[config.mk]
export PLATFORM = sky130hd
export DESIGN_NAME = iso8601_datetime_parser_top
export DESIGN_NICKNAME = d
export VERILOG_FILES = /design/src/rtl/core/isodt_pkg.sv /design/src/rtl/core/isodt_front.sv /design/src/rtl/core/isodt_queue.sv /design/src/rtl/core/isodt_back.sv /design/src/rtl/core/iso8601_datetime_parser_top.sv
export VERILOG_INCLUDE_DIRS = /design/src /design/src/rtl/core
export SDC_FILE = /design/constraint.sdc
export NUM_CORES = 2
export LEC_CHECK = 0
export BUFFER_PORTS_ARGS = -buffer_cell sky130_fd_sc_hd__buf_2
export CORE_ASPECT_RATIO = 0.5
export CORE_MARGIN = 2
export CORE_UTILIZATION = 40
export DETAILED_ROUTE_END_ITERATION = 10
export PLACE_DENSITY_LB_ADDON = 0.15
export SLEW_MARGIN = 15
export SYNTH_ARGS = -nofsm -noshare
export SYNTH_HDL_FRONTEND = slang
export SYNTH_SLANG_ARGS = --single-unit
export TNS_END_PERCENT = 1
[constraint.sdc]
create_clock -name clk -period 6.1 [get_ports clk]
set_input_delay 1.83 -clock clk [delete_from_list [all_inputs] [get_ports clk]]
set_output_delay 1.83 -clock clk [all_outputs]
set_load 0.03 [all_outputs]
[src/rtl/core/assert_macros.svh]
// assertion helpers for the rtl files, included by isodt_back
`ifndef ASSERT_MACROS_SVH
`define ASSERT_MACROS_SVH

// checked on every rising edge outside reset
`define CHK(lbl, prop) \
  lbl: assert property (@(posedge clk) disable iff (rst) (prop)) else $error("assertion failed");

// checked on every rising edge, reset included
`define CHK_ALWAYS(lbl, prop) \
  lbl: assert property (@(posedge clk) (prop)) else $error("assertion failed");

`endif

[src/rtl/core/isodt_pkg.sv]
// ----------------------------------------------------------------------------
// isodt_pkg
// Types, codes and calendar tables of the date/time string parser.
// ----------------------------------------------------------------------------
package isodt_pkg;

  localparam int MAX_CHARS_DEF = 32;
  localparam int QUEUE_DEPTH   = 4;
  localparam int QUEUE_AW      = 2;

  localparam logic [3:0] ERR_NONE      = 4'd0;
  localparam logic [3:0] ERR_SHORT     = 4'd1;
  localparam logic [3:0] ERR_NONNUM    = 4'd2;
  localparam logic [3:0] ERR_MONTH     = 4'd3;
  localparam logic [3:0] ERR_DAY       = 4'd4;
  localparam logic [3:0] ERR_MIXED     = 4'd5;
  localparam logic [3:0] ERR_CALENDAR  = 4'd6;
  localparam logic [3:0] ERR_TRAILING  = 4'd7;
  localparam logic [3:0] ERR_SEPARATOR = 4'd8;
  localparam logic [3:0] ERR_HOUR      = 4'd9;
  localparam logic [3:0] ERR_MINUTE    = 4'd10;
  localparam logic [3:0] ERR_SECOND    = 4'd11;
  localparam logic [3:0] ERR_ZONE      = 4'd12;

  localparam logic [7:0] CH_ZERO  = 8'h30;
  localparam logic [7:0] CH_NINE  = 8'h39;
  localparam logic [7:0] CH_DASH  = 8'h2D;
  localparam logic [7:0] CH_PLUS  = 8'h2B;
  localparam logic [7:0] CH_COLON = 8'h3A;
  localparam logic [7:0] CH_T     = 8'h54;
  localparam logic [7:0] CH_SPACE = 8'h20;
  localparam logic [7:0] CH_Z     = 8'h5A;

  typedef struct packed {
    logic [7:0] text_char;
    logic       last_char;
  } text_item_t;

  typedef struct packed {
    logic signed [62:0] tick_count;
    logic               parse_ok;
    logic [3:0]         error_code;
  } result_item_t;

  typedef struct packed {
    logic [7:0] text_char;
    logic       last_char;
    logic       keep;
  } queue_entry_t;

  // day of a march-based year on which the month starts
  function automatic logic [8:0] month_offset(input logic [3:0] m);
    logic [8:0] r;
    case (m)
      4'd3:    r = 9'd0;
      4'd4:    r = 9'd31;
      4'd5:    r = 9'd61;
      4'd6:    r = 9'd92;
      4'd7:    r = 9'd122;
      4'd8:    r = 9'd153;
      4'd9:    r = 9'd184;
      4'd10:   r = 9'd214;
      4'd11:   r = 9'd245;
      4'd12:   r = 9'd275;
      4'd1:    r = 9'd306;
      4'd2:    r = 9'd337;
      default: r = 9'd0;
    endcase
    return r;
  endfunction

  function automatic logic [4:0] month_length(input logic [3:0] m, input logic leap);
    logic [4:0] r;
    case (m)
      4'd2:                      r = leap ? 5'd29 : 5'd28;
      4'd4, 4'd6, 4'd9, 4'd11:   r = 5'd30;
      default:                   r = 5'd31;
    endcase
    return r;
  endfunction

endpackage

[src/rtl/core/isodt_front.sv]
// ----------------------------------------------------------------------------
// isodt_front
// Takes string bytes, tracks the position and marks bytes that fit the store.
// ----------------------------------------------------------------------------
module isodt_front import isodt_pkg::*; #(
  parameter int MAX_CHARS = MAX_CHARS_DEF
) (
  input  logic         clk,
  input  logic         rst,
  input  logic         text_valid,
  output logic         text_ready,
  input  text_item_t   text_data,
  output logic         push,
  output queue_entry_t push_data,
  input  logic         full
);
  localparam int LW = $clog2(MAX_CHARS + 1);

  logic [LW-1:0] position;
  logic          fits;

  assign fits       = position < LW'(MAX_CHARS);
  assign text_ready = !full;
  assign push       = text_valid && !full;
  assign push_data  = '{text_char: text_data.text_char, last_char: text_data.last_char,
                        keep: fits};

  always_ff @(posedge clk) begin
    if (rst) begin
      position <= '0;
    end else if (push) begin
      if (text_data.last_char) begin
        position <= '0;
      end else if (fits) begin
        position <= position + 1'b1;
      end
    end
  end
endmodule

[src/rtl/core/isodt_queue.sv]
// ----------------------------------------------------------------------------
// isodt_queue
// Short queue between the byte front end and the parse back end.
// ----------------------------------------------------------------------------
module isodt_queue import isodt_pkg::*; (
  input  logic         clk,
  input  logic         rst,
  input  logic         push,
  input  queue_entry_t push_data,
  output logic         full,
  input  logic         pop,
  output queue_entry_t pop_data,
  output logic         empty
);
  queue_entry_t            slots [QUEUE_DEPTH];
  logic [QUEUE_AW-1:0]     wr_ptr;
  logic [QUEUE_AW-1:0]     rd_ptr;
  logic [QUEUE_AW:0]       count;

  assign full     = count == (QUEUE_AW + 1)'(QUEUE_DEPTH);
  assign empty    = count == '0;
  assign pop_data = slots[rd_ptr];

  always_ff @(posedge clk) begin
    if (push) begin
      slots[wr_ptr] <= push_data;
    end
  end

  always_ff @(posedge clk) begin
    if (rst) begin
      wr_ptr <= '0;
      rd_ptr <= '0;
      count  <= '0;
    end else begin
      if (push) wr_ptr <= wr_ptr + 1'b1;
      if (pop)  rd_ptr <= rd_ptr + 1'b1;
      case ({push, pop})
        2'b10:   count <= count + 1'b1;
        2'b01:   count <= count - 1'b1;
        default: count <= count;
      endcase
    end
  end
endmodule

[src/rtl/core/isodt_back.sv]
// ----------------------------------------------------------------------------
// isodt_back
// Stores one string, walks it byte by byte, then works out the tick count.
// ----------------------------------------------------------------------------
`include "assert_macros.svh"

module isodt_back import isodt_pkg::*; #(
  parameter int MAX_CHARS = MAX_CHARS_DEF
) (
  input  logic         clk,
  input  logic         rst,
  input  queue_entry_t pop_data,
  input  logic         empty,
  output logic         pop,
  input  logic         time_only_mode,
  output logic         result_valid,
  input  logic         result_ready,
  output result_item_t result_data
);
  localparam int LW = $clog2(MAX_CHARS + 1);
  localparam int AW = $clog2(MAX_CHARS);
  localparam int PW = LW + 1;
  localparam int CW = LW + 4;

  localparam logic [2:0] S_COLLECT = 3'd0;
  localparam logic [2:0] S_START   = 3'd1;
  localparam logic [2:0] S_WALK    = 3'd2;
  localparam logic [2:0] S_CALC0   = 3'd3;
  localparam logic [2:0] S_CALC1   = 3'd4;
  localparam logic [2:0] S_CALC2   = 3'd5;
  localparam logic [2:0] S_CALC3   = 3'd6;
  localparam logic [2:0] S_FINISH  = 3'd7;

  localparam logic [4:0] PH_Y0   = 5'd0;
  localparam logic [4:0] PH_Y1   = 5'd1;
  localparam logic [4:0] PH_Y2   = 5'd2;
  localparam logic [4:0] PH_Y3   = 5'd3;
  localparam logic [4:0] PH_MO0S = 5'd4;
  localparam logic [4:0] PH_MO0D = 5'd5;
  localparam logic [4:0] PH_MO1  = 5'd6;
  localparam logic [4:0] PH_DA0S = 5'd7;
  localparam logic [4:0] PH_DA0D = 5'd8;
  localparam logic [4:0] PH_DA1  = 5'd9;
  localparam logic [4:0] PH_TSEP = 5'd10;
  localparam logic [4:0] PH_H0   = 5'd11;
  localparam logic [4:0] PH_H1   = 5'd12;
  localparam logic [4:0] PH_MI0S = 5'd13;
  localparam logic [4:0] PH_MI0D = 5'd14;
  localparam logic [4:0] PH_MI1  = 5'd15;
  localparam logic [4:0] PH_SE0S = 5'd16;
  localparam logic [4:0] PH_SE0D = 5'd17;
  localparam logic [4:0] PH_SE1  = 5'd18;
  localparam logic [4:0] PH_Z0   = 5'd19;
  localparam logic [4:0] PH_Z1   = 5'd20;
  localparam logic [4:0] PH_Z2   = 5'd21;
  localparam logic [4:0] PH_Z3B  = 5'd22;
  localparam logic [4:0] PH_Z4B  = 5'd23;
  localparam logic [4:0] PH_Z3E  = 5'd24;
  localparam logic [4:0] PH_Z4E  = 5'd25;
  localparam logic [4:0] PH_Z5E  = 5'd26;

  logic [2:0]          state;
  logic [4:0]          phase;
  logic [4:0]          phase_next;
  logic                stop;
  logic [3:0]          stop_err;

  logic [7:0]          store [MAX_CHARS];
  logic [LW-1:0]       length;
  logic [PW-1:0]       rd_addr;
  logic [PW-1:0]       rd_pos;
  logic [7:0]          rd_byte;
  logic                rd_vld;

  logic                mode;
  logic                date_ext;
  logic                time_ext;
  logic [3:0]          yd0, yd1, yd2, yd3;
  logic [3:0]          tens;
  logic [3:0]          month;
  logic [4:0]          day;
  logic [4:0]          hour;
  logic [5:0]          minute;
  logic [6:0]          second;
  logic [3:0]          err;

  logic [13:0]         yy;
  logic [11:0]         misc;
  logic [16:0]         secs;
  logic signed [23:0]  days;
  logic signed [40:0]  tsec;
  logic [43:0]         prod_lo;
  logic signed [44:0]  prod_hi;

  logic                result_v;
  result_item_t        result_q;
  logic                load;

  // walker view of the current byte
  logic [7:0]          cur;
  logic [7:0]          diff;
  logic [3:0]          dig;
  logic                isnum;
  logic [6:0]          pair_val;
  logic [CW-1:0]       pos_c;
  logic [CW-1:0]       len_c;
  logic [4:0]          ysum;
  logic [4:0]          csum;
  logic                yrem_zero;
  logic                leap;

  // year split for the day count
  logic [6:0]          cent;
  logic [6:0]          yrem;
  logic [6:0]          yc_n;
  logic [6:0]          yr_n;
  logic signed [62:0]  tick_sum;

  assign pop = (state == S_COLLECT) && !empty;

  assign cur      = (rd_pos < PW'(length)) ? rd_byte : 8'd0;
  assign diff     = cur - CH_ZERO;
  assign dig      = diff[3:0];
  assign isnum    = (cur >= CH_ZERO) && (cur <= CH_NINE);
  assign pair_val = 7'(tens) * 7'd10 + 7'(dig);
  assign pos_c    = CW'(rd_pos);
  assign len_c    = CW'(length);

  // leap year from the decimal digits of the year
  assign ysum      = {yd2, 1'b0} + 5'(yd3);
  assign csum      = {yd0, 1'b0} + 5'(yd1);
  assign yrem_zero = (yd2 == 4'd0) && (yd3 == 4'd0);
  assign leap      = (ysum[1:0] == 2'd0 && !yrem_zero) || (yrem_zero && csum[1:0] == 2'd0);

  always_comb begin
    stop       = 1'b0;
    stop_err   = ERR_NONE;
    phase_next = phase;
    unique case (phase)
      PH_Y0, PH_Y1, PH_Y2, PH_Y3: begin
        if (!isnum) begin
          stop = 1'b1; stop_err = ERR_NONNUM;
        end else begin
          phase_next = (phase == PH_Y3) ? PH_MO0S : phase + 5'd1;
        end
      end
      PH_MO0S: begin
        if (cur == CH_DASH) begin
          phase_next = PH_MO0D;
        end else if (!isnum) begin
          stop = 1'b1; stop_err = ERR_NONNUM;
        end else begin
          phase_next = PH_MO1;
        end
      end
      PH_MO0D: begin
        if (!isnum) begin
          stop = 1'b1; stop_err = ERR_NONNUM;
        end else begin
          phase_next = PH_MO1;
        end
      end
      PH_MO1: begin
        if (!isnum) begin
          stop = 1'b1; stop_err = ERR_NONNUM;
        end else if (pair_val == 7'd0 || pair_val > 7'd12) begin
          stop = 1'b1; stop_err = ERR_MONTH;
        end else begin
          phase_next = PH_DA0S;
        end
      end
      PH_DA0S: begin
        if ((cur == CH_DASH) != date_ext) begin
          stop = 1'b1; stop_err = ERR_MIXED;
        end else if (date_ext) begin
          if (len_c < pos_c + CW'(3)) begin
            stop = 1'b1; stop_err = ERR_SHORT;
          end else begin
            phase_next = PH_DA0D;
          end
        end else if (!isnum) begin
          stop = 1'b1; stop_err = ERR_NONNUM;
        end else begin
          phase_next = PH_DA1;
        end
      end
      PH_DA0D: begin
        if (!isnum) begin
          stop = 1'b1; stop_err = ERR_NONNUM;
        end else begin
          phase_next = PH_DA1;
        end
      end
      PH_DA1: begin
        if (!isnum) begin
          stop = 1'b1; stop_err = ERR_NONNUM;
        end else if (pair_val == 7'd0 || pair_val > 7'd31) begin
          stop = 1'b1; stop_err = ERR_DAY;
        end else if (pair_val > 7'(month_length(month, leap))) begin
          stop = 1'b1; stop_err = ERR_CALENDAR;
        end else if (len_c == pos_c + CW'(1)) begin
          stop = 1'b1;
        end else if (len_c < pos_c + (date_ext ? CW'(10) : CW'(8))) begin
          stop = 1'b1; stop_err = ERR_TRAILING;
        end else begin
          phase_next = PH_TSEP;
        end
      end
      PH_TSEP: begin
        if (cur != CH_T && cur != CH_SPACE) begin
          stop = 1'b1; stop_err = ERR_SEPARATOR;
        end else if (len_c < pos_c + CW'(7)) begin
          stop = 1'b1; stop_err = ERR_SHORT;
        end else begin
          phase_next = PH_H0;
        end
      end
      PH_H0, PH_MI0D, PH_SE0D: begin
        if (!isnum) begin
          stop = 1'b1; stop_err = ERR_NONNUM;
        end else begin
          phase_next = phase + 5'd1;
        end
      end
      PH_H1: begin
        if (!isnum) begin
          stop = 1'b1; stop_err = ERR_NONNUM;
        end else if (pair_val > 7'd23) begin
          stop = 1'b1; stop_err = ERR_HOUR;
        end else begin
          phase_next = PH_MI0S;
        end
      end
      PH_MI0S: begin
        if (cur == CH_COLON) begin
          phase_next = PH_MI0D;
        end else if (!isnum) begin
          stop = 1'b1; stop_err = ERR_NONNUM;
        end else begin
          phase_next = PH_MI1;
        end
      end
      PH_MI1: begin
        if (!isnum) begin
          stop = 1'b1; stop_err = ERR_NONNUM;
        end else if (pair_val > 7'd59) begin
          stop = 1'b1; stop_err = ERR_MINUTE;
        end else begin
          phase_next = PH_SE0S;
        end
      end
      PH_SE0S: begin
        if ((cur == CH_COLON) != time_ext) begin
          stop = 1'b1; stop_err = ERR_MIXED;
        end else if (time_ext) begin
          if (len_c < pos_c + CW'(3)) begin
            stop = 1'b1; stop_err = ERR_SHORT;
          end else begin
            phase_next = PH_SE0D;
          end
        end else if (!isnum) begin
          stop = 1'b1; stop_err = ERR_NONNUM;
        end else begin
          phase_next = PH_SE1;
        end
      end
      PH_SE1: begin
        if (!isnum) begin
          stop = 1'b1; stop_err = ERR_NONNUM;
        end else if (!(hour == 5'd23 && minute == 6'd59) && pair_val > 7'd59) begin
          // seconds above 59 are let through only at 23:59, for a leap second
          stop = 1'b1; stop_err = ERR_SECOND;
        end else if (pos_c + CW'(1) < len_c) begin
          phase_next = PH_Z0;
        end else begin
          stop = 1'b1;
        end
      end
      PH_Z0: begin
        if (cur == CH_Z && len_c == pos_c + CW'(1)) begin
          stop = 1'b1;
        end else if ((cur == CH_PLUS || cur == CH_DASH) && len_c >= pos_c + CW'(3)) begin
          phase_next = PH_Z1;
        end else begin
          stop = 1'b1; stop_err = ERR_ZONE;
        end
      end
      PH_Z1, PH_Z3B, PH_Z4E: begin
        if (!isnum) begin
          stop = 1'b1; stop_err = ERR_ZONE;
        end else begin
          phase_next = phase + 5'd1;
        end
      end
      PH_Z2: begin
        // zone length picks the form: +hh, +hhmm or +hh:mm
        if (!isnum) begin
          stop = 1'b1; stop_err = ERR_ZONE;
        end else if (len_c == pos_c + CW'(1)) begin
          stop = 1'b1;
        end else if (len_c == pos_c + CW'(3)) begin
          phase_next = PH_Z3B;
        end else if (len_c == pos_c + CW'(4)) begin
          phase_next = PH_Z3E;
        end else begin
          stop = 1'b1; stop_err = ERR_ZONE;
        end
      end
      PH_Z4B, PH_Z5E: begin
        stop = 1'b1;
        if (!isnum) stop_err = ERR_ZONE;
      end
      PH_Z3E: begin
        if (cur != CH_COLON) begin
          stop = 1'b1; stop_err = ERR_ZONE;
        end else begin
          phase_next = PH_Z4E;
        end
      end
      default: begin
        stop = 1'b1; stop_err = ERR_ZONE;
      end
    endcase
  end

  always_comb begin
    cent = 7'(yd0) * 7'd10 + 7'(yd1);
    yrem = 7'(yd2) * 7'd10 + 7'(yd3);
    yc_n = cent + 7'd4;
    yr_n = yrem;
    // january and february count with the previous year
    if (month <= 4'd2) begin
      if (yrem == 7'd0) begin
        yc_n = cent + 7'd3;
        yr_n = 7'd99;
      end else begin
        yr_n = yrem - 7'd1;
      end
    end
  end

  assign tick_sum = (63'(prod_hi) <<< 20) + 63'(prod_lo);
  assign load     = (state == S_FINISH) && (!result_v || result_ready);

  always_ff @(posedge clk) begin
    if (pop && pop_data.keep) begin
      store[length[AW-1:0]] <= pop_data.text_char;
    end
    rd_byte <= store[rd_addr[AW-1:0]];
  end

  always_ff @(posedge clk) begin
    if (rst) begin
      state    <= S_COLLECT;
      phase    <= PH_Y0;
      length   <= '0;
      rd_addr  <= '0;
      rd_pos   <= '0;
      rd_vld   <= 1'b0;
      mode     <= 1'b0;
      err      <= ERR_NONE;
      result_v <= 1'b0;
    end else begin
      if (load) begin
        result_v <= 1'b1;
      end else if (result_ready) begin
        result_v <= 1'b0;
      end
      unique case (state)
        S_COLLECT: begin
          if (pop) begin
            if (pop_data.keep) length <= length + 1'b1;
            if (pop_data.last_char) state <= S_START;
          end
        end
        S_START: begin
          mode    <= time_only_mode;
          rd_addr <= '0;
          rd_vld  <= 1'b0;
          if (length < (time_only_mode ? LW'(6) : LW'(8))) begin
            err   <= ERR_SHORT;
            state <= S_FINISH;
          end else begin
            phase <= time_only_mode ? PH_H0 : PH_Y0;
            state <= S_WALK;
          end
        end
        S_WALK: begin
          rd_addr <= rd_addr + 1'b1;
          rd_pos  <= rd_addr;
          rd_vld  <= 1'b1;
          if (rd_vld) begin
            if (stop) begin
              err   <= stop_err;
              state <= (stop_err == ERR_NONE) ? S_CALC0 : S_FINISH;
            end else begin
              phase <= phase_next;
            end
          end
        end
        S_CALC0: state <= S_CALC1;
        S_CALC1: state <= S_CALC2;
        S_CALC2: state <= S_CALC3;
        S_CALC3: state <= S_FINISH;
        S_FINISH: begin
          if (load) begin
            length <= '0;
            state  <= S_COLLECT;
          end
        end
        default: state <= S_COLLECT;
      endcase
    end
  end

  // field capture and arithmetic datapath
  always_ff @(posedge clk) begin
    if (state == S_START) begin
      hour   <= '0;
      minute <= '0;
      second <= '0;
    end
    if (state == S_WALK && rd_vld) begin
      case (phase)
        PH_Y0:   yd0 <= dig;
        PH_Y1:   yd1 <= dig;
        PH_Y2:   yd2 <= dig;
        PH_Y3:   yd3 <= dig;
        PH_MO0S: begin
          date_ext <= cur == CH_DASH;
          tens     <= dig;
        end
        PH_MI0S: begin
          time_ext <= cur == CH_COLON;
          tens     <= dig;
        end
        PH_MO0D, PH_DA0S, PH_DA0D, PH_H0, PH_MI0D, PH_SE0S, PH_SE0D: tens <= dig;
        PH_MO1:  month  <= pair_val[3:0];
        PH_DA1:  day    <= pair_val[4:0];
        PH_H1:   hour   <= pair_val[4:0];
        PH_MI1:  minute <= pair_val[5:0];
        PH_SE1:  second <= pair_val;
        default: tens <= tens;
      endcase
    end
    if (state == S_CALC0) begin
      yy   <= 14'(yc_n) * 14'd100 + 14'(yr_n);
      misc <= 12'(yc_n) * 12'd24 + 12'(yr_n[6:2]) + 12'(yc_n[6:2])
              + 12'(month_offset(month)) + 12'(day) - 12'd1;
      secs <= 17'(hour) * 17'd3600 + 17'(minute) * 17'd60 + 17'(second);
    end
    if (state == S_CALC1) begin
      days <= mode ? 24'sd0 :
              $signed(24'(yy) * 24'd365 + 24'(misc)) - 24'sd146403;
    end
    if (state == S_CALC2) begin
      tsec <= 41'(days) * 41'sd86400 + $signed({24'd0, secs});
    end
    if (state == S_CALC3) begin
      prod_lo <= 44'(tsec[19:0]) * 44'd10000000;
      prod_hi <= 45'($signed(tsec[40:20])) * 45'sd10000000;
    end
    if (load) begin
      result_q.tick_count <= (err == ERR_NONE) ? tick_sum : 63'sd0;
      result_q.parse_ok   <= err == ERR_NONE;
      result_q.error_code <= err;
    end
  end

  assign result_valid = result_v;
  assign result_data  = result_q;

  `CHK(a_len_bound, length <= LW'(MAX_CHARS))
  `CHK(a_ok_no_code, result_v |-> (result_q.parse_ok == (result_q.error_code == ERR_NONE)))
  `CHK(a_reject_zero, (result_v && !result_q.parse_ok) |-> (result_q.tick_count == 63'sd0))
endmodule

[src/rtl/core/iso8601_datetime_parser_top.sv]
// ----------------------------------------------------------------------------
// iso8601_datetime_parser_top
// ISO 8601 date/time string parser giving 100 ns ticks since 0001-01-01.
// ----------------------------------------------------------------------------
// Bytes are taken one per cycle, while the queue is not full, into a
// four-entry queue. The back end pulls one byte per cycle from the queue,
// while it is not empty, into its byte store (one write port, one read port)
// until the last byte of a string. It then starts in S_START, primes the
// store read, reads the stored string back one byte per cycle, steps through
// the arithmetic states S_CALC0 to S_CALC3 for the day count and tick
// arithmetic and loads the result in S_FINISH. A rejected string skips the
// arithmetic. The front keeps taking bytes until the queue fills. A finished
// result waits in the output register while the next string is collected.
// Bytes beyond MAX_CHARS are neither counted nor stored. No clearing pass is
// needed after reset.
module iso8601_datetime_parser_top import isodt_pkg::*; #(
  parameter int MAX_CHARS = MAX_CHARS_DEF
) (
  input  logic         clk,
  input  logic         rst,
  input  logic         text_valid,
  output logic         text_ready,
  input  text_item_t   text_data,
  output logic         result_valid,
  input  logic         result_ready,
  output result_item_t result_data,
  input  logic         cfg_valid,
  output logic         cfg_ready,
  input  logic         cfg_data
);
  logic         time_only_mode;
  logic         push;
  logic         pop;
  logic         full;
  logic         empty;
  queue_entry_t push_data;
  queue_entry_t pop_data;

  assign cfg_ready = 1'b1;

  always_ff @(posedge clk) begin
    if (rst) begin
      time_only_mode <= 1'b0;
    end else if (cfg_valid) begin
      time_only_mode <= cfg_data;
    end
  end

  isodt_front #(.MAX_CHARS(MAX_CHARS)) u_front (
    .clk        (clk),
    .rst        (rst),
    .text_valid (text_valid),
    .text_ready (text_ready),
    .text_data  (text_data),
    .push       (push),
    .push_data  (push_data),
    .full       (full)
  );

  isodt_queue u_queue (
    .clk       (clk),
    .rst       (rst),
    .push      (push),
    .push_data (push_data),
    .full      (full),
    .pop       (pop),
    .pop_data  (pop_data),
    .empty     (empty)
  );

  isodt_back #(.MAX_CHARS(MAX_CHARS)) u_back (
    .clk            (clk),
    .rst            (rst),
    .pop_data       (pop_data),
    .empty          (empty),
    .pop            (pop),
    .time_only_mode (time_only_mode),
    .result_valid   (result_valid),
    .result_ready   (result_ready),
    .result_data    (result_data)
  );
endmodule
==> results_dict.tcl <==
set metrics [dict create \
    hold_viol 0 \
    place.gp.congestion 0.849 \
    crit_start "u_back.tsec[9]$_DFFE_PP_" \
    ys_seq_area_frac 0.357 \
    finalInstanceArea_um2 59100 \
    dp_hpwl_mm 89.9 \
    grt_pass1_vias 34241 \
    synth-simple-area-share 0.0767 \
    clk_path_buf_depth 3 \
    syn_area_per_cell_um2 11.3 \
    reg2reg_to "u_back.prod_lo[41]$_DFFE_PP_" \
    max_freq_mhz 167 \
    antenna_found_initial 1 \
    end_kind "register" \
    min_path_type "register to register" \
    synth_xor_area_frac 0.0472 \
    cpPeakStageDelay_ns 0.53 \
    maxCapViolCount 0 \
    drc_errors 0 \
    tns_ns 0 \
    syn_inst 4660 \
    rrSetupSlack_ns 0.12 \
    drt_iter0_drc 1565 \
    worst_slew_pin_slew_ns 1.07 \
    maxSlewViolCount 0 \
    grt_setup_unrepaired "true" \
    synth-adder-area-share 0.323 \
    num-fill-cells 12280 \
    arrival_ns 6.39 \
    start_util 0.402 \
    numCtsBuffers 68 \
    cp_max_fo 4 \
    crit_path_end "u_back.prod_lo[41]$_DFFE_PP_" \
    firstDrtPassIters 5 \
    start_kind "register" \
    core_area_um2 131000 \
    yosys-mux-area-fraction 0.0435 \
    root_buffer "clkbuf_16" \
    synth_compound_area_frac 0.0815 \
    fp-row-count 94 \
    slowest_stage "fa_1" \
    slew_headroom 0.288 \
    io_pins 86 \
    viasPerCell 4.90 \
    status "complete, no violations" \
    setup_viol 0 \
    h-tree-depth 3 \
    dr_total_vias 33000 \
    grt_overflow_total 0 \
    placed_area_um2 56100 \
    cts.sink_count 655 \
    port_buffers 77 \
    setup.worst_path.class "register to register" \
    drive_above_1_share 0.120 \
    grt_usage 0.171 \
    synthFlopType "edfxtp_1" \
    finalClockSkew_ns 0.0575 \
    synthTopCellsByArea "edfxtp_1, ha_1, fa_1, inv_1, mux4_2" \
    clk_pin_slew_ns 0.06 \
    post-route-period-util 0.981 \
    synth_area_um2 52600 \
    die_h_um 261 \
    synth_top_area_cell "edfxtp_1" \
    die_w_um 517 \
    area_growth_pct 12.3 \
    timing.critical_path.mode_cell "fa_1" \
    postRouteAntennaNets 0 \
    synth_top_family_by_area "adder cells" \
    holdBufCountCts 0 \
    cp.required_ns 6.50 \
    fin_crit_ns 5.98 \
    grt_max_degree 59 \
    cts_tree "yes" \
    ys_warn_count 0 \
    nNetsFinal 6059 \
    synth_edf_count 569 \
    die_area_um2 135000 \
    drt_wl_total_mm 114 \
    synth_top_area_frac 0.325 \
    async_reset_ff_frac 0 \
    synth_seq_cells 655 \
    cp_cell_sequence "ha_1, ha_1, inv_1, fa_1, inv_1, fa_1, fa_1, fa_1, ha_1, and3_1, nand2_2, or2_2, buf_4, o21a_1, o21ai_2, a2111o_1, nand2_2, o2111ai_2, a31o_2, a21oi_2, xnor2_1" \
    grt_pass1_wl_mm 183 \
    yosysUniqueCellTypes 104 \
    routedWlPerCell_um 17.0 \
    ff2ff_path_depth 21 \
    reg2reg_from "u_back.tsec[9]$_DFFE_PP_" \
    worstSkewPairLatency_ns 0.70 \
]
[per-layer routing]
layer / vias to the layer above / share of wire / GRT usage
met5: - / 0 / 0
met4: 0 / 0.020 / 0.0421
met3: 134 / 0.030 / 0.0233
met2: 392 / 0.47 / 0.286
met1: 16041 / 0.48 / 0.236
li1: 16433 / - / -
[Yosys cell counts (13+ instances only)]
cell        n
o22ai_1    13
nor3_1     50
mux4_2     90
a31oi_1    19
inv_1     890
nand2b_1   26
a211oi_1   16
or2_2      16
o21ai_0   120
o21bai_1   36
or3_1      21
clkbuf_1   56
fa_1      370
nor2_1    269
nand3_1    80
a21o_1     63
edfxtp_1  569
dfxtp_1    86
a21oi_1   214
nor2b_1    32
nand4_1    20
buf_1      17
xnor2_1   199
and3_1     26
o21a_1     38
xor2_1     83
o211ai_1   17
ha_1      766
nand2_1   188
and2_1     39
[cell usage in the layout, fill, tap and decap left out, types with 38 or more instances in the layout]
| cell type | Yosys | routed |
|---|---|---|
| o21a_1 | 38 | 38 |
| clkbuf_16 | 0 | 69 |
| a21o_1 | 63 | 63 |
| inv_1 | 890 | 887 |
| buf_2 | 5 | 77 |
| a21oi_1 | 214 | 201 |
| xnor2_1 | 199 | 194 |
| and2_1 | 39 | 38 |
| nor2_1 | 269 | 265 |
| ha_1 | 766 | 756 |
| nor3_1 | 50 | 48 |
| nand2_1 | 188 | 184 |
| nand3_1 | 80 | 80 |
| buf_4 | 9 | 181 |
| edfxtp_1 | 569 | 569 |
| mux4_2 | 90 | 90 |
| xor2_1 | 83 | 82 |
| fa_1 | 370 | 368 |
| o21ai_0 | 120 | 117 |
| dfxtp_1 | 86 | 84 |
[layout make-up]
| cell class | count | area (um2) | share of cell area |
|---|---|---|---|
| multi-input cells | 3031 | 30500 | 0.517 |
| flip-flops and latches | 655 | 18800 | 0.318 |
| inverters | 893 | 3350 | 0.0567 |
| well taps | 1776 | 2220 | 0.0376 |
| clock buffers | 82 | 1840 | 0.0310 |
| repair buffers | 259 | 1760 | 0.0297 |
| clock inverters | 43 | 592 | 0.0100 |
| diodes | 1 | 2.50 | 0.0000423 |
[registers in the layout, summed over array words and instances, names as in the netlist, 8 cells and up, named ones only]
register / flops
u_back.days: 24
u_back.store: 256
u_back.yy: 14
u_back.result_data: 61
u_back.prod_hi: 36
u_back.misc: 12
u_back.secs: 17
u_back.rd_byte: 8
u_back.tsec: 41
u_queue.slots: 40
u_back.prod_lo: 37
[cell families after synthesis]
family	count (synthesis)
xor gates and xnor gates	283
muxes	114
buffers and inverters	980
AOI/OAI and AO/OA	662
and+or+nand+nor	827
adders and majority gates	1137
DFF	655
other	2
[worst max-delay path, delay by kind of cell (launching register included)]
kind | cells | cell delay [ns]
AO/OA/AOI/OAI | 6 | 1.12
buffers and inverters | 3 | 0.25
AND/OR/NAND/NOR | 4 | 0.75
adder cells (fa/ha/maj) | 7 | 3.02
flip-flops | 1 | 0.45
XOR/XNOR | 1 | 0.12
[how the worst min path moves through the flow]
stage / startpoint / to / slack [ns] / depth (start not counted)
detailed placement: u_back.secs[6]$_DFFE_PP_ / u_back.tsec[6]$_DFFE_PP_ / 0.41 / 0
global route: u_back.secs[4]$_DFFE_PP_ / u_back.tsec[4]$_DFFE_PP_ / 0.44 / 0
CTS: u_back.secs[6]$_DFFE_PP_ / u_back.tsec[6]$_DFFE_PP_ / 0.42 / 0
finish: u_back.secs[6]$_DFFE_PP_ / u_back.tsec[6]$_DFFE_PP_ / 0.42 / 0
floorplan: u_back.secs[0]$_DFFE_PP_ / u_back.tsec[0]$_DFFE_PP_ / 0.40 / 0
global placement: u_back.secs[4]$_DFFE_PP_ / u_back.tsec[4]$_DFFE_PP_ / 0.41 / 0
[metrics by stage]
stage	utilization	worst slack, ns	hold WS (ns)	std cells
after detailed placement	0.428	-0.250	0.407	6589
after floorplan	-	0.00161	0.400	4666
after CTS	0.448	0.000417	0.417	6719
final	0.451	0.117	0.419	6740
after global placement	0.428	-0.166	0.406	6589
after global routing	0.451	-0.126	0.435	6740
[repair_timing]
item	in CTS	in global routing
pin swaps	8	34
gates resized for setup	15	59
setup buffers	5	20
endpoints found under the setup margin	7	24
Power is left out: the tool's default activity adds up to more than one toggle a clock period on the data nets, which glitch-free logic cannot reach.
